--- src/design/pc_pkg.sv ---
package pc_pkg;

  localparam int DEF_MAX_NAME = 63;
  localparam int QUEUE_DEPTH  = 4;

  localparam logic [7:0] CHAR_SEP  = 8'h2F;
  localparam logic [7:0] CHAR_DOT  = 8'h2E;
  localparam logic [7:0] CHAR_NULL = 8'h00;

  // One classified input item as it travels from the front to the back.
  typedef struct packed {
    logic [7:0] ch;
    logic       keep;
    logic       last;
    logic       op;
  } q_item_t;

endpackage

--- src/design/pc_front.sv ---
module pc_front #(
  parameter int MAX_NAME = pc_pkg::DEF_MAX_NAME
) (
  input  logic              clk,
  input  logic              rst_n,
  input  logic              accept,
  input  logic [7:0]        path_char,
  input  logic              last_char,
  input  logic              operation,
  output pc_pkg::q_item_t   item
);
  import pc_pkg::*;

  localparam int PW = $clog2(MAX_NAME + 1);

  logic [PW-1:0] cnt_r, cnt_nxt;
  logic          zero_r, zero_nxt;
  logic          room;

  // A byte is kept while there is room and no terminating zero was seen.
  assign room = (cnt_r < PW'(MAX_NAME));

  always_comb begin
    item.ch   = path_char;
    item.keep = room && !zero_r && (path_char != CHAR_NULL);
    item.last = last_char;
    item.op   = operation;
    cnt_nxt   = cnt_r;
    zero_nxt  = zero_r;
    if (accept) begin
      if (last_char) begin
        cnt_nxt  = '0;
        zero_nxt = 1'b0;
      end else begin
        if (room) begin
          cnt_nxt = cnt_r + PW'(1);
        end
        if (path_char == CHAR_NULL) begin
          zero_nxt = 1'b1;
        end
      end
    end
  end

  always_ff @(posedge clk) begin
    if (!rst_n) begin
      cnt_r  <= '0;
      zero_r <= 1'b0;
    end else begin
      cnt_r  <= cnt_nxt;
      zero_r <= zero_nxt;
    end
  end

endmodule

--- src/design/pc_queue.sv ---
module pc_queue (
  input  logic            clk,
  input  logic            rst_n,
  input  logic            push,
  input  pc_pkg::q_item_t push_item,
  input  logic            pop,
  output logic            full,
  output logic            not_empty,
  output pc_pkg::q_item_t head
);
  import pc_pkg::*;

  localparam int AW = $clog2(QUEUE_DEPTH);
  localparam int CW = $clog2(QUEUE_DEPTH + 1);

  q_item_t       slot_r [QUEUE_DEPTH];
  logic [AW-1:0] wp_r, wp_nxt, rp_r, rp_nxt;
  logic [CW-1:0] cnt_r, cnt_nxt;

  assign full      = (cnt_r == CW'(QUEUE_DEPTH));
  assign not_empty = (cnt_r != '0);
  assign head      = slot_r[rp_r];

  always_comb begin
    wp_nxt  = wp_r;
    rp_nxt  = rp_r;
    cnt_nxt = cnt_r;
    if (push) begin
      wp_nxt = (wp_r == AW'(QUEUE_DEPTH - 1)) ? '0 : wp_r + AW'(1);
    end
    if (pop) begin
      rp_nxt = (rp_r == AW'(QUEUE_DEPTH - 1)) ? '0 : rp_r + AW'(1);
    end
    if (push && !pop) begin
      cnt_nxt = cnt_r + CW'(1);
    end else if (pop && !push) begin
      cnt_nxt = cnt_r - CW'(1);
    end
  end

  always_ff @(posedge clk) begin
    if (push) begin
      slot_r[wp_r] <= push_item;
    end
  end

  always_ff @(posedge clk) begin
    if (!rst_n) begin
      wp_r  <= '0;
      rp_r  <= '0;
      cnt_r <= '0;
    end else begin
      wp_r  <= wp_nxt;
      rp_r  <= rp_nxt;
      cnt_r <= cnt_nxt;
    end
  end

endmodule

--- src/design/pc_back.sv ---
module pc_back #(
  parameter int MAX_NAME = pc_pkg::DEF_MAX_NAME
) (
  input  logic            clk,
  input  logic            rst_n,
  input  logic            q_valid,
  input  pc_pkg::q_item_t q_item,
  output logic            q_pop,
  output logic            out_valid,
  output logic [7:0]      out_char,
  output logic            out_last,
  output logic            out_status
);
  import pc_pkg::*;

  localparam int PW     = $clog2(MAX_NAME + 1);
  localparam int WDEPTH = 2 * (MAX_NAME + 1);
  localparam int WW     = $clog2(WDEPTH);
  localparam int LW     = WW + 1;

  localparam logic [4:0] S_COLL   = 5'd0;
  localparam logic [4:0] S_CWD_RD = 5'd1;
  localparam logic [4:0] S_CWD_WR = 5'd2;
  localparam logic [4:0] S_PS_RD  = 5'd3;
  localparam logic [4:0] S_PS_WR  = 5'd4;
  localparam logic [4:0] S_P1_RD  = 5'd5;
  localparam logic [4:0] S_P1_EV  = 5'd6;
  localparam logic [4:0] S_P1_END = 5'd7;
  localparam logic [4:0] S_BS_RD  = 5'd8;
  localparam logic [4:0] S_BS_EV  = 5'd9;
  localparam logic [4:0] S_SP_RD  = 5'd10;
  localparam logic [4:0] S_SP_WR  = 5'd11;
  localparam logic [4:0] S_P2_RD  = 5'd12;
  localparam logic [4:0] S_P2_EV  = 5'd13;
  localparam logic [4:0] S_TR_RD  = 5'd14;
  localparam logic [4:0] S_TR_EV  = 5'd15;
  localparam logic [4:0] S_EM_CHK = 5'd16;
  localparam logic [4:0] S_EM_RD  = 5'd17;
  localparam logic [4:0] S_EM_WR  = 5'd18;

  localparam logic [1:0] RET_P1   = 2'd0;
  localparam logic [1:0] RET_P2   = 2'd1;
  localparam logic [1:0] RET_P2C  = 2'd2;

  // Storage: collected path, work buffer and current directory.
  logic [7:0] pstore [MAX_NAME + 1];
  logic [7:0] wbuf   [WDEPTH];
  logic [7:0] cwd    [MAX_NAME + 1];

  logic [4:0]    st_r, st_nxt;
  logic [PW-1:0] plen_r, plen_nxt, i_r, i_nxt;
  logic          rel_r, rel_nxt, op_r, op_nxt;
  logic [LW-1:0] wlen_r, wlen_nxt, c_r, c_nxt, p_r, p_nxt;
  logic [LW-1:0] s_r, s_nxt, d_r, d_nxt, dst_r, dst_nxt, src_r, src_nxt;
  logic          dcnt_r, dcnt_nxt;
  logic [1:0]    ret_r, ret_nxt;
  logic          md_r, md_nxt, mdd_r, mdd_nxt, sl_r, sl_nxt;
  logic [7:0]    lastch_r, lastch_nxt;
  logic [PW-1:0] cwd_len_r, cwd_len_nxt;
  logic          cwd_sep_r, cwd_sep_nxt;
  logic          ov_r, ov_nxt, ol_r, ol_nxt, os_r, os_nxt;
  logic [7:0]    oc_r, oc_nxt;

  logic          ps_we, wb_we, cwd_we;
  logic [PW-1:0] ps_waddr, ps_raddr, cwd_waddr, cwd_raddr;
  logic [WW-1:0] wb_waddr, wb_raddr;
  logic [7:0]    ps_wdata, wb_wdata, cwd_wdata;
  logic [7:0]    ps_rdata_r, wb_rdata_r, cwd_rdata_r;
  logic          rel_now, bs_done;
  logic [LW-1:0] bs_p;

  assign out_valid  = ov_r;
  assign out_char   = oc_r;
  assign out_last   = ol_r;
  assign out_status = os_r;

  always_comb begin
    st_nxt      = st_r;
    plen_nxt    = plen_r;
    i_nxt       = i_r;
    rel_nxt     = rel_r;
    op_nxt      = op_r;
    wlen_nxt    = wlen_r;
    c_nxt       = c_r;
    p_nxt       = p_r;
    s_nxt       = s_r;
    d_nxt       = d_r;
    dst_nxt     = dst_r;
    src_nxt     = src_r;
    dcnt_nxt    = dcnt_r;
    ret_nxt     = ret_r;
    md_nxt      = md_r;
    mdd_nxt     = mdd_r;
    sl_nxt      = sl_r;
    lastch_nxt  = lastch_r;
    cwd_len_nxt = cwd_len_r;
    cwd_sep_nxt = cwd_sep_r;
    ov_nxt      = 1'b0;
    oc_nxt      = oc_r;
    ol_nxt      = ol_r;
    os_nxt      = os_r;
    q_pop       = 1'b0;
    ps_we       = 1'b0;
    ps_waddr    = plen_r;
    ps_wdata    = q_item.ch;
    ps_raddr    = i_r;
    wb_we       = 1'b0;
    wb_waddr    = wlen_r[WW-1:0];
    wb_wdata    = CHAR_SEP;
    wb_raddr    = c_r[WW-1:0];
    cwd_we      = 1'b0;
    cwd_waddr   = c_r[PW-1:0];
    cwd_wdata   = wb_rdata_r;
    cwd_raddr   = i_r;
    rel_now     = rel_r;
    bs_done     = 1'b0;
    bs_p        = p_r;

    case (st_r)
      S_COLL: begin
        if (q_valid) begin
          q_pop = 1'b1;
          if (plen_r == '0) begin
            rel_now = q_item.keep ? (q_item.ch != CHAR_SEP) : 1'b1;
          end
          rel_nxt = rel_now;
          if (q_item.keep) begin
            ps_we    = 1'b1;
            plen_nxt = plen_r + PW'(1);
          end
          if (q_item.last) begin
            op_nxt   = q_item.op;
            wlen_nxt = '0;
            i_nxt    = '0;
            st_nxt   = rel_now ? S_CWD_RD : S_PS_RD;
          end
        end
      end
      S_CWD_RD: begin
        if (i_r < cwd_len_r) begin
          st_nxt = S_CWD_WR;
        end else begin
          if ((cwd_len_r == '0) || !cwd_sep_r) begin
            wb_we    = 1'b1;
            wlen_nxt = wlen_r + LW'(1);
          end
          i_nxt  = '0;
          st_nxt = S_PS_RD;
        end
      end
      S_CWD_WR: begin
        wb_we    = 1'b1;
        wb_wdata = cwd_rdata_r;
        wlen_nxt = wlen_r + LW'(1);
        i_nxt    = i_r + PW'(1);
        st_nxt   = S_CWD_RD;
      end
      S_PS_RD: begin
        if (i_r < plen_r) begin
          st_nxt = S_PS_WR;
        end else begin
          c_nxt   = '0;
          md_nxt  = 1'b0;
          mdd_nxt = 1'b0;
          sl_nxt  = 1'b0;
          st_nxt  = S_P1_RD;
        end
      end
      S_PS_WR: begin
        wb_we    = 1'b1;
        wb_wdata = ps_rdata_r;
        wlen_nxt = wlen_r + LW'(1);
        i_nxt    = i_r + PW'(1);
        st_nxt   = S_PS_RD;
      end
      S_P1_RD: begin
        st_nxt = (c_r < wlen_r) ? S_P1_EV : S_P1_END;
      end
      S_P1_EV: begin
        if (wb_rdata_r == CHAR_DOT) begin
          mdd_nxt = sl_r && md_r;
          md_nxt  = sl_r && !(sl_r && md_r);
          c_nxt   = c_r + LW'(1);
          st_nxt  = S_P1_RD;
        end else if (wb_rdata_r == CHAR_SEP) begin
          sl_nxt = 1'b1;
          if (md_r || mdd_r) begin
            // A "." or ".." segment just closed: remove it.
            md_nxt   = 1'b0;
            mdd_nxt  = 1'b0;
            p_nxt    = c_r;
            dcnt_nxt = mdd_r;
            src_nxt  = c_r + LW'(1);
            ret_nxt  = RET_P1;
            st_nxt   = S_BS_RD;
          end else begin
            c_nxt  = c_r + LW'(1);
            st_nxt = S_P1_RD;
          end
        end else begin
          md_nxt  = 1'b0;
          mdd_nxt = 1'b0;
          sl_nxt  = 1'b0;
          c_nxt   = c_r + LW'(1);
          st_nxt  = S_P1_RD;
        end
      end
      S_P1_END: begin
        if (mdd_r || md_r) begin
          p_nxt    = wlen_r;
          dcnt_nxt = mdd_r;
          src_nxt  = wlen_r;
          ret_nxt  = RET_P2;
          st_nxt   = S_BS_RD;
        end else begin
          c_nxt  = '0;
          st_nxt = S_P2_RD;
        end
      end
      S_BS_RD: begin
        if (p_r == '0) begin
          bs_done = 1'b1;
          bs_p    = p_r;
        end else begin
          p_nxt    = p_r - LW'(1);
          wb_raddr = WW'(p_r - LW'(1));
          st_nxt   = S_BS_EV;
        end
      end
      S_BS_EV: begin
        if (wb_rdata_r == CHAR_SEP) begin
          bs_done = 1'b1;
          bs_p    = p_r;
        end else begin
          st_nxt = S_BS_RD;
        end
      end
      S_SP_RD: begin
        if (s_r < wlen_r) begin
          wb_raddr = s_r[WW-1:0];
          st_nxt   = S_SP_WR;
        end else begin
          if (d_r < wlen_r) begin
            wlen_nxt = d_r;
          end
          case (ret_r)
            RET_P1: begin
              c_nxt  = dst_r;
              st_nxt = S_P1_RD;
            end
            RET_P2: begin
              c_nxt  = '0;
              st_nxt = S_P2_RD;
            end
            default: begin
              c_nxt  = dst_r;
              st_nxt = S_P2_RD;
            end
          endcase
        end
      end
      S_SP_WR: begin
        wb_we    = 1'b1;
        wb_waddr = d_r[WW-1:0];
        wb_wdata = wb_rdata_r;
        d_nxt    = d_r + LW'(1);
        s_nxt    = s_r + LW'(1);
        st_nxt   = S_SP_RD;
      end
      S_P2_RD: begin
        st_nxt = (c_r < wlen_r) ? S_P2_EV : S_TR_RD;
      end
      S_P2_EV: begin
        if (wb_rdata_r == CHAR_SEP) begin
          sl_nxt = 1'b1;
          if (sl_r) begin
            p_nxt    = c_r;
            dcnt_nxt = 1'b0;
            src_nxt  = c_r + LW'(1);
            ret_nxt  = RET_P2C;
            st_nxt   = S_BS_RD;
          end else begin
            c_nxt  = c_r + LW'(1);
            st_nxt = S_P2_RD;
          end
        end else begin
          sl_nxt = 1'b0;
          c_nxt  = c_r + LW'(1);
          st_nxt = S_P2_RD;
        end
      end
      S_TR_RD: begin
        if (wlen_r > LW'(1)) begin
          wb_raddr = WW'(wlen_r - LW'(1));
          st_nxt   = S_TR_EV;
        end else begin
          st_nxt = S_EM_CHK;
        end
      end
      S_TR_EV: begin
        if (wb_rdata_r == CHAR_SEP) begin
          wlen_nxt = wlen_r - LW'(1);
        end
        st_nxt = S_EM_CHK;
      end
      S_EM_CHK: begin
        c_nxt = '0;
        if (wlen_r > LW'(MAX_NAME)) begin
          ov_nxt   = 1'b1;
          oc_nxt   = CHAR_NULL;
          ol_nxt   = 1'b1;
          os_nxt   = 1'b1;
          plen_nxt = '0;
          st_nxt   = S_COLL;
        end else begin
          st_nxt = S_EM_RD;
        end
      end
      S_EM_RD: begin
        if (c_r < wlen_r) begin
          st_nxt = S_EM_WR;
        end else begin
          if (op_r) begin
            cwd_len_nxt = ((wlen_r == LW'(1)) && (lastch_r == CHAR_SEP)) ? '0
                          : wlen_r[PW-1:0];
            cwd_sep_nxt = (lastch_r == CHAR_SEP);
          end
          plen_nxt = '0;
          st_nxt   = S_COLL;
        end
      end
      S_EM_WR: begin
        ov_nxt     = 1'b1;
        oc_nxt     = wb_rdata_r;
        ol_nxt     = ((c_r + LW'(1)) == wlen_r);
        os_nxt     = 1'b0;
        cwd_we     = op_r;
        lastch_nxt = wb_rdata_r;
        c_nxt      = c_r + LW'(1);
        st_nxt     = S_EM_RD;
      end
      default: begin
        st_nxt = S_COLL;
      end
    endcase

    // End of a backward search for a separator.
    if (bs_done) begin
      if (dcnt_r) begin
        dcnt_nxt = 1'b0;
        p_nxt    = bs_p;
        st_nxt   = S_BS_RD;
      end else begin
        d_nxt   = bs_p + LW'(1);
        dst_nxt = bs_p + LW'(1);
        s_nxt   = src_r;
        st_nxt  = S_SP_RD;
      end
    end
  end

  always_ff @(posedge clk) begin
    if (ps_we) begin
      pstore[ps_waddr] <= ps_wdata;
    end
    ps_rdata_r <= pstore[ps_raddr];
  end

  always_ff @(posedge clk) begin
    if (wb_we) begin
      wbuf[wb_waddr] <= wb_wdata;
    end
    wb_rdata_r <= wbuf[wb_raddr];
  end

  always_ff @(posedge clk) begin
    if (cwd_we) begin
      cwd[cwd_waddr] <= cwd_wdata;
    end
    cwd_rdata_r <= cwd[cwd_raddr];
  end

  always_ff @(posedge clk) begin
    if (!rst_n) begin
      st_r      <= S_COLL;
      plen_r    <= '0;
      rel_r     <= 1'b1;
      cwd_len_r <= '0;
      cwd_sep_r <= 1'b0;
      ov_r      <= 1'b0;
    end else begin
      st_r      <= st_nxt;
      plen_r    <= plen_nxt;
      rel_r     <= rel_nxt;
      cwd_len_r <= cwd_len_nxt;
      cwd_sep_r <= cwd_sep_nxt;
      ov_r      <= ov_nxt;
    end
  end

  always_ff @(posedge clk) begin
    i_r      <= i_nxt;
    op_r     <= op_nxt;
    wlen_r   <= wlen_nxt;
    c_r      <= c_nxt;
    p_r      <= p_nxt;
    s_r      <= s_nxt;
    d_r      <= d_nxt;
    dst_r    <= dst_nxt;
    src_r    <= src_nxt;
    dcnt_r   <= dcnt_nxt;
    ret_r    <= ret_nxt;
    md_r     <= md_nxt;
    mdd_r    <= mdd_nxt;
    sl_r     <= sl_nxt;
    lastch_r <= lastch_nxt;
    oc_r     <= oc_nxt;
    ol_r     <= ol_nxt;
    os_r     <= os_nxt;
  end

endmodule

--- src/design/path_canonicalizer.sv ---
// Channel  | Ports                                            | Handshake
// input    | in_path_char, in_last_char, in_operation         | start high, busy low
// result   | out_char, out_last, out_status                   | out_valid for one cycle
//
// Items enter one per cycle until the four-entry queue fills; busy is the full flag.
// On the last item of a path the back end builds the absolute path, then runs the
// dot, slash and trailing-slash passes over a work buffer with one read and one
// write port, reading and then evaluating each visited byte.
// Reset is synchronous and clears the control state and the stored directory length.
// The receiver cannot stall, so results are never held back.
module path_canonicalizer #(
  parameter int MAX_NAME = pc_pkg::DEF_MAX_NAME
) (
  input  logic       clk,
  input  logic       rst_n,
  input  logic       start,
  output logic       busy,
  input  logic [7:0] in_path_char,
  input  logic       in_last_char,
  input  logic       in_operation,
  output logic       out_valid,
  output logic [7:0] out_char,
  output logic       out_last,
  output logic       out_status
);
  import pc_pkg::*;

  q_item_t front_item, head_item;
  logic    accept, q_full, q_ne, q_pop;

  // An item is taken whenever start is high and the queue has room.
  assign busy   = q_full;
  assign accept = start && !q_full;

  // The front end counts bytes and marks which ones belong to the path.
  pc_front #(.MAX_NAME(MAX_NAME)) u_front (
    .clk       (clk),
    .rst_n     (rst_n),
    .accept    (accept),
    .path_char (in_path_char),
    .last_char (in_last_char),
    .operation (in_operation),
    .item      (front_item)
  );

  pc_queue u_queue (
    .clk       (clk),
    .rst_n     (rst_n),
    .push      (accept),
    .push_item (front_item),
    .pop       (q_pop),
    .full      (q_full),
    .not_empty (q_ne),
    .head      (head_item)
  );

  // The back end owns the path store, work buffer and current directory.
  pc_back #(.MAX_NAME(MAX_NAME)) u_back (
    .clk        (clk),
    .rst_n      (rst_n),
    .q_valid    (q_ne),
    .q_item     (head_item),
    .q_pop      (q_pop),
    .out_valid  (out_valid),
    .out_char   (out_char),
    .out_last   (out_last),
    .out_status (out_status)
  );

endmodule

--- config.mk ---
export PLATFORM = sky130hd
export DESIGN_NAME = path_canonicalizer
export DESIGN_NICKNAME = d
export VERILOG_FILES = /design/src/design/pc_pkg.sv /design/src/design/pc_front.sv /design/src/design/pc_queue.sv /design/src/design/pc_back.sv /design/src/design/path_canonicalizer.sv
export SDC_FILE = /design/constraint.sdc
export NUM_CORES = 2
export LEC_CHECK = 0
export ABC_AREA = 1
export BUFFER_PORTS_ARGS = -buffer_cell sky130_fd_sc_hd__buf_2
export CAP_MARGIN = 20
export CORE_MARGIN = 3
export CORE_UTILIZATION = 40
export DETAILED_ROUTE_END_ITERATION = 8
export PLACE_DENSITY = 0.62
export RECOVER_POWER = 100
export SYNTH_ARGS = -nofsm -noshare
export SYNTH_HDL_FRONTEND = slang
export SYNTH_SLANG_ARGS = --single-unit
--- constraint.sdc ---
create_clock -name clk -period 15.46 [get_ports clk]
set_input_delay 1.546 -clock clk [delete_from_list [all_inputs] [get_ports clk]]
set_output_delay 1.546 -clock clk [all_outputs]
set_load 0.03 [all_outputs]
==> impl_summary.log <==
[metrics] most frequently used cell type in the post-synthesis netlist: edfxtp_1
[metrics] met3 track demand over resource in global routing: 3.188%
[metrics] syn_nets: 8157
[metrics] main area contributors after synthesis: edfxtp_1 (68%), nand3_1 (5.3%), nand2_1 (5.1%)
[metrics] EDFF count, synth: 2162
[metrics] average footprint of a synthesized cell: 11.75 um2
[metrics] Final Max Slew Viols: 2369
[metrics] crit path to: u_back.wbuf[13][4]$_DFFE_PP_
[metrics] Cell Count Post-Placement: 10.88k
[metrics] critical path required time: 15.52 ns
[metrics] global-route wire length before repair: 382.1 mm
[metrics] crit path DAT: 10.36 ns
[metrics] Max Freq: 97.07 MHz
[metrics] worst min-delay path category: flip-flop to flip-flop
[metrics] setup repair after global routing missed its margin: false
[metrics] cell area after synthesis: 95110 um2
[metrics] run status: finished, violations left
[metrics] Max transition margin: -306.3%
[metrics] number of antenna violations at the first check in global routing: 2
[metrics] clock tree skew after final layout: 0.04837 ns
[metrics] area of the core: 235900 um2
[metrics] most frequently used flop master after synthesis: edfxtp_1
[metrics] 1st-iter DRT viols: 6896
[metrics] number of failing setup endpoints in the final timing report: 0
[metrics] startpoint type of the worst setup path: flip-flop
[metrics] CTS tree: built
[metrics] asr flop ratio synth: 0%
[metrics] launch point of the critical path: u_back.cwd_wdata[4]$_DFF_P_
[metrics] XOR/XNOR Fraction of Synth Area: 0.3315%
[metrics] routed wire length: 256.9 mm
[metrics] via count of the routed design: 62.51k
[metrics] number of buffers inserted by port buffering: 24
[metrics] max-cap violation count: 37
[metrics] leakage dissipation: 36.57 nW
[metrics] fraction of final layout cells sized beyond drive strength 1: 4.857%
[metrics] post-detail-place hpwl: 145.1 mm
[metrics] hold bufs inserted after CTS: 0
[metrics] final routed wire length divided by cell count: 22.77 um
[metrics] compound-gate portion of the synthesized area: 6.000%
[metrics] Initial Util: 40.33%
[metrics] Max FO, Critical Path: 72
[metrics] root buffer cell: clkbuf_16
[metrics] adder and majority cell fraction of the synthesized area: 0.6920%
[metrics] final antenna-violating net count: 0
[metrics] I/O pin total: 25
[metrics] portion of netlist area occupied by mux cells: 1.095%
[metrics] fraction of the yosys area taken by sequential cells: 69.88%
[metrics] Power Total: 0.01626 W
[metrics] Max IR drop VDD: 0.1489 mV
[metrics] Die Height: 493.6 um
[metrics] Placer Congestion: 0.8854
[metrics] met2 usage: 32.69%
[metrics] number of buffers inserted to repair setup after CTS: 0
[metrics] row count: 178
[metrics] sequential cell area in the final layout: 66460 um2
[metrics] Post-Synth Simple-Gate Area: 16.96%
[metrics] total track usage: 20.51%
[metrics] maximum number of pins on one net before global-route repair: 228
[metrics] H-Tree Depth: 4
[metrics] source of the worst register-to-register timing path: u_back.cwd_wdata[4]$_DFF_P_
[metrics] count of nets after finishing: 8020
[metrics] number of non-filler instances in the completed layout: 11.28k
[metrics] global route overflow: 0
[metrics] actual slew at the worst max-slew pin: 6.094 ns
[metrics] number of buffers between clock root and the deepest sink: 3
[metrics] sum of negative setup slack: 0 ns
[metrics] Vias per Instance: 5.539
[metrics] hold path cells: 2
[metrics] via count of the first global-routing pass: 59.27k
[metrics] final worst-path cycle share: 66.64%
[metrics] worst reg2reg path depth: 5
[metrics] die outline width: 493.6 um
[metrics] clock sinks: 2239
[metrics] commonest cells in the netlist: edfxtp_1 (2162), nand2_1 (1280), nand3_1 (1012), nor2_1 (955), inv_1 (671)
[metrics] synthesis-stage register bit count: 2239
[metrics] gate count of the mapped netlist: 8092
[metrics] classification of the worst setup path: flip-flop to flip-flop
[metrics] area of the die: 243700 um2
[metrics] worst-case register-to-register setup slack: 5.16 ns
[metrics] area taken by multi-input logic gates: 24120 um2
[metrics] top-area cell type share of the netlist area: 68.26%
[metrics] endpoint of the worst register-to-register path: u_back.wbuf[13][4]$_DFFE_PP_
[metrics] worst hold slack across all endpoints: 0.4494 ns
[metrics] Num CTS Buffers: 216
[metrics] YS warnings: 0
[metrics] GR Layer Usage met1: 28.78%
[metrics] synth unique cells: 52
[metrics] clock period minus final worst setup slack: 10.30 ns
[metrics] total power density per cell area: 155.3 nW/um2
[metrics] number of filler instances in the final layout: 21.43k
[metrics] post-layout utilization of the core: 44.40%
[metrics] Clock Pin Slew Worst Setup and Hold Paths: 0.06 ns
[metrics] Post-route DRC: 0
[metrics] Skew-Pair Late Insertion Delay: 0.86 ns
[metrics] cell type contributing the most total cell area after synthesis: edfxtp_1
[metrics] violations in the final reports: max-capacitance violations, max-slew violations
[metrics] Crit. End Element: flip-flop
[metrics] dominant combinational cell family by area after synthesis: simple AND/OR/NAND/NOR gates
[metrics] growth of design area from synthesis to finish: 10.10%
[metrics] router iterations before antenna repair: 6
[metrics] busiest layer in global routing: met2
[metrics] final-report hold violation count: 0
[metrics] number of resized instances in the post-cts repair step: 0
how the worst min path moves through the flow:
stage                                       start  slack (ns)                             to
floorplan               u_back.src_r[2]$_DFFE_PP_        0.42          u_back.s_r[2]$_DFF_P_
global placement    u_back.cwd_sep_r$_SDFFE_PN0P_        0.44  u_back.cwd_sep_r$_SDFFE_PN0P_
detailed placement  u_back.cwd_sep_r$_SDFFE_PN0P_        0.44  u_back.cwd_sep_r$_SDFFE_PN0P_
CTS                 u_back.cwd_sep_r$_SDFFE_PN0P_        0.45  u_back.cwd_sep_r$_SDFFE_PN0P_
global route            u_back.src_r[2]$_DFFE_PP_        0.48          u_back.s_r[2]$_DFF_P_
finish              u_back.cwd_sep_r$_SDFFE_PN0P_        0.45  u_back.cwd_sep_r$_SDFFE_PN0P_
sequential cells by signal, indices dropped and copies added (netlist names), 3 cells and up, named ones only:
name / flops
u_back.out_char: 8
u_queue.cnt_r: 3
u_back.p_r: 8
u_front.cnt_r: 6
u_back.cwd: 512
u_back.wlen_r: 8
u_back.wbuf: 1024
u_back.src_r: 8
u_back.cwd_wdata: 8
u_back.cwd_len_r: 6
u_back.ps_rdata_r: 8
u_back.dst_r: 8
u_back.c_r: 8
u_back.plen_r: 6
u_back.pstore: 512
u_back.s_r: 8
u_back.st_r: 5
u_back.lastch_r: 8
u_back.cwd_rdata_r: 8
u_back.d_r: 8
u_back.cwd_raddr: 6
u_queue.slot_r: 44
power by group:
part	switching [W]	internal (W)
clock network	0.00229	0.00283
registers	0.0000865	0.00727
logic	0.00284	0.000943
critical path: stages, from the launching register on:
cell	delay (ns)
dfxtp_1	0.36
clkbuf_1	2.64
inv_1	0.82
o211ai_1	0.40
clkbuf_1	2.20
clkbuf_1	2.97
routing by layer:
| metal | routed length, um | vias to the layer above |
|---|---|---|
| met3 | 20100 | 446 |
| li1 | - | 28460 |
| met4 | 8100 | 0 |
| met2 | 120800 | 2618 |
| met1 | 108000 | 30980 |
| met5 | 0 | - |
area by class of cell:
| cell class | instances | area share (%) |
|---|---|---|
| antenna | 2 | 0.004779 |
| clock buffer | 280 | 5.520 |
| clock inverter | 115 | 0.9463 |
| inverter | 688 | 2.482 |
| multi-input combinational | 4680 | 23.04 |
| sequential | 2239 | 63.47 |
| tap | 3150 | 3.764 |
| timing repair buffer | 130 | 0.7790 |
logic make-up (layout without fill, tap and decap cells):
group / count (synthesis) / after routing
AOI/OAI and AO/OA: 866 / 866
muxes: 104 / 104
and+or+nand+nor: 3622 / 3622
other: 0 / 2
DFF: 2239 / 2239
buffers and inverters: 1173 / 1213
adders and majority gates: 52 / 52
xor gates and xnor gates: 36 / 36
through the flow:
step                setup slack (ns)  instance area (um2)
floorplan                      9.676                95110
global placement               9.752                98110
detailed placement             9.712                98140
CTS                            9.688               104900
global route                   4.690               104700
finish                         5.158               104700
cells in the final DEF (no fill, tap or decap), types with 10 or more instances in the layout:
cell,n
mux2i_1,104
o221ai_1,117
nand4_1,25
nor3_1,34
nor2_2,10
clkinv_1,61
nand3_1,1011
nor2_1,956
a31oi_1,23
o32ai_1,153
buf_4,50
a21oi_1,119
ha_1,51
o211ai_1,45
xor2_1,33
clkbuf_1,125
o22ai_1,11
edfxtp_1,2162
bufinv_16,12
inv_1,670
clkbuf_16,220
clkinv_2,26
nor4_1,11
o21ai_0,337
nand2_1,1281
a32o_1,16
nand3b_1,282
dfxtp_1,77
Power figures use the tool's default switching activity.
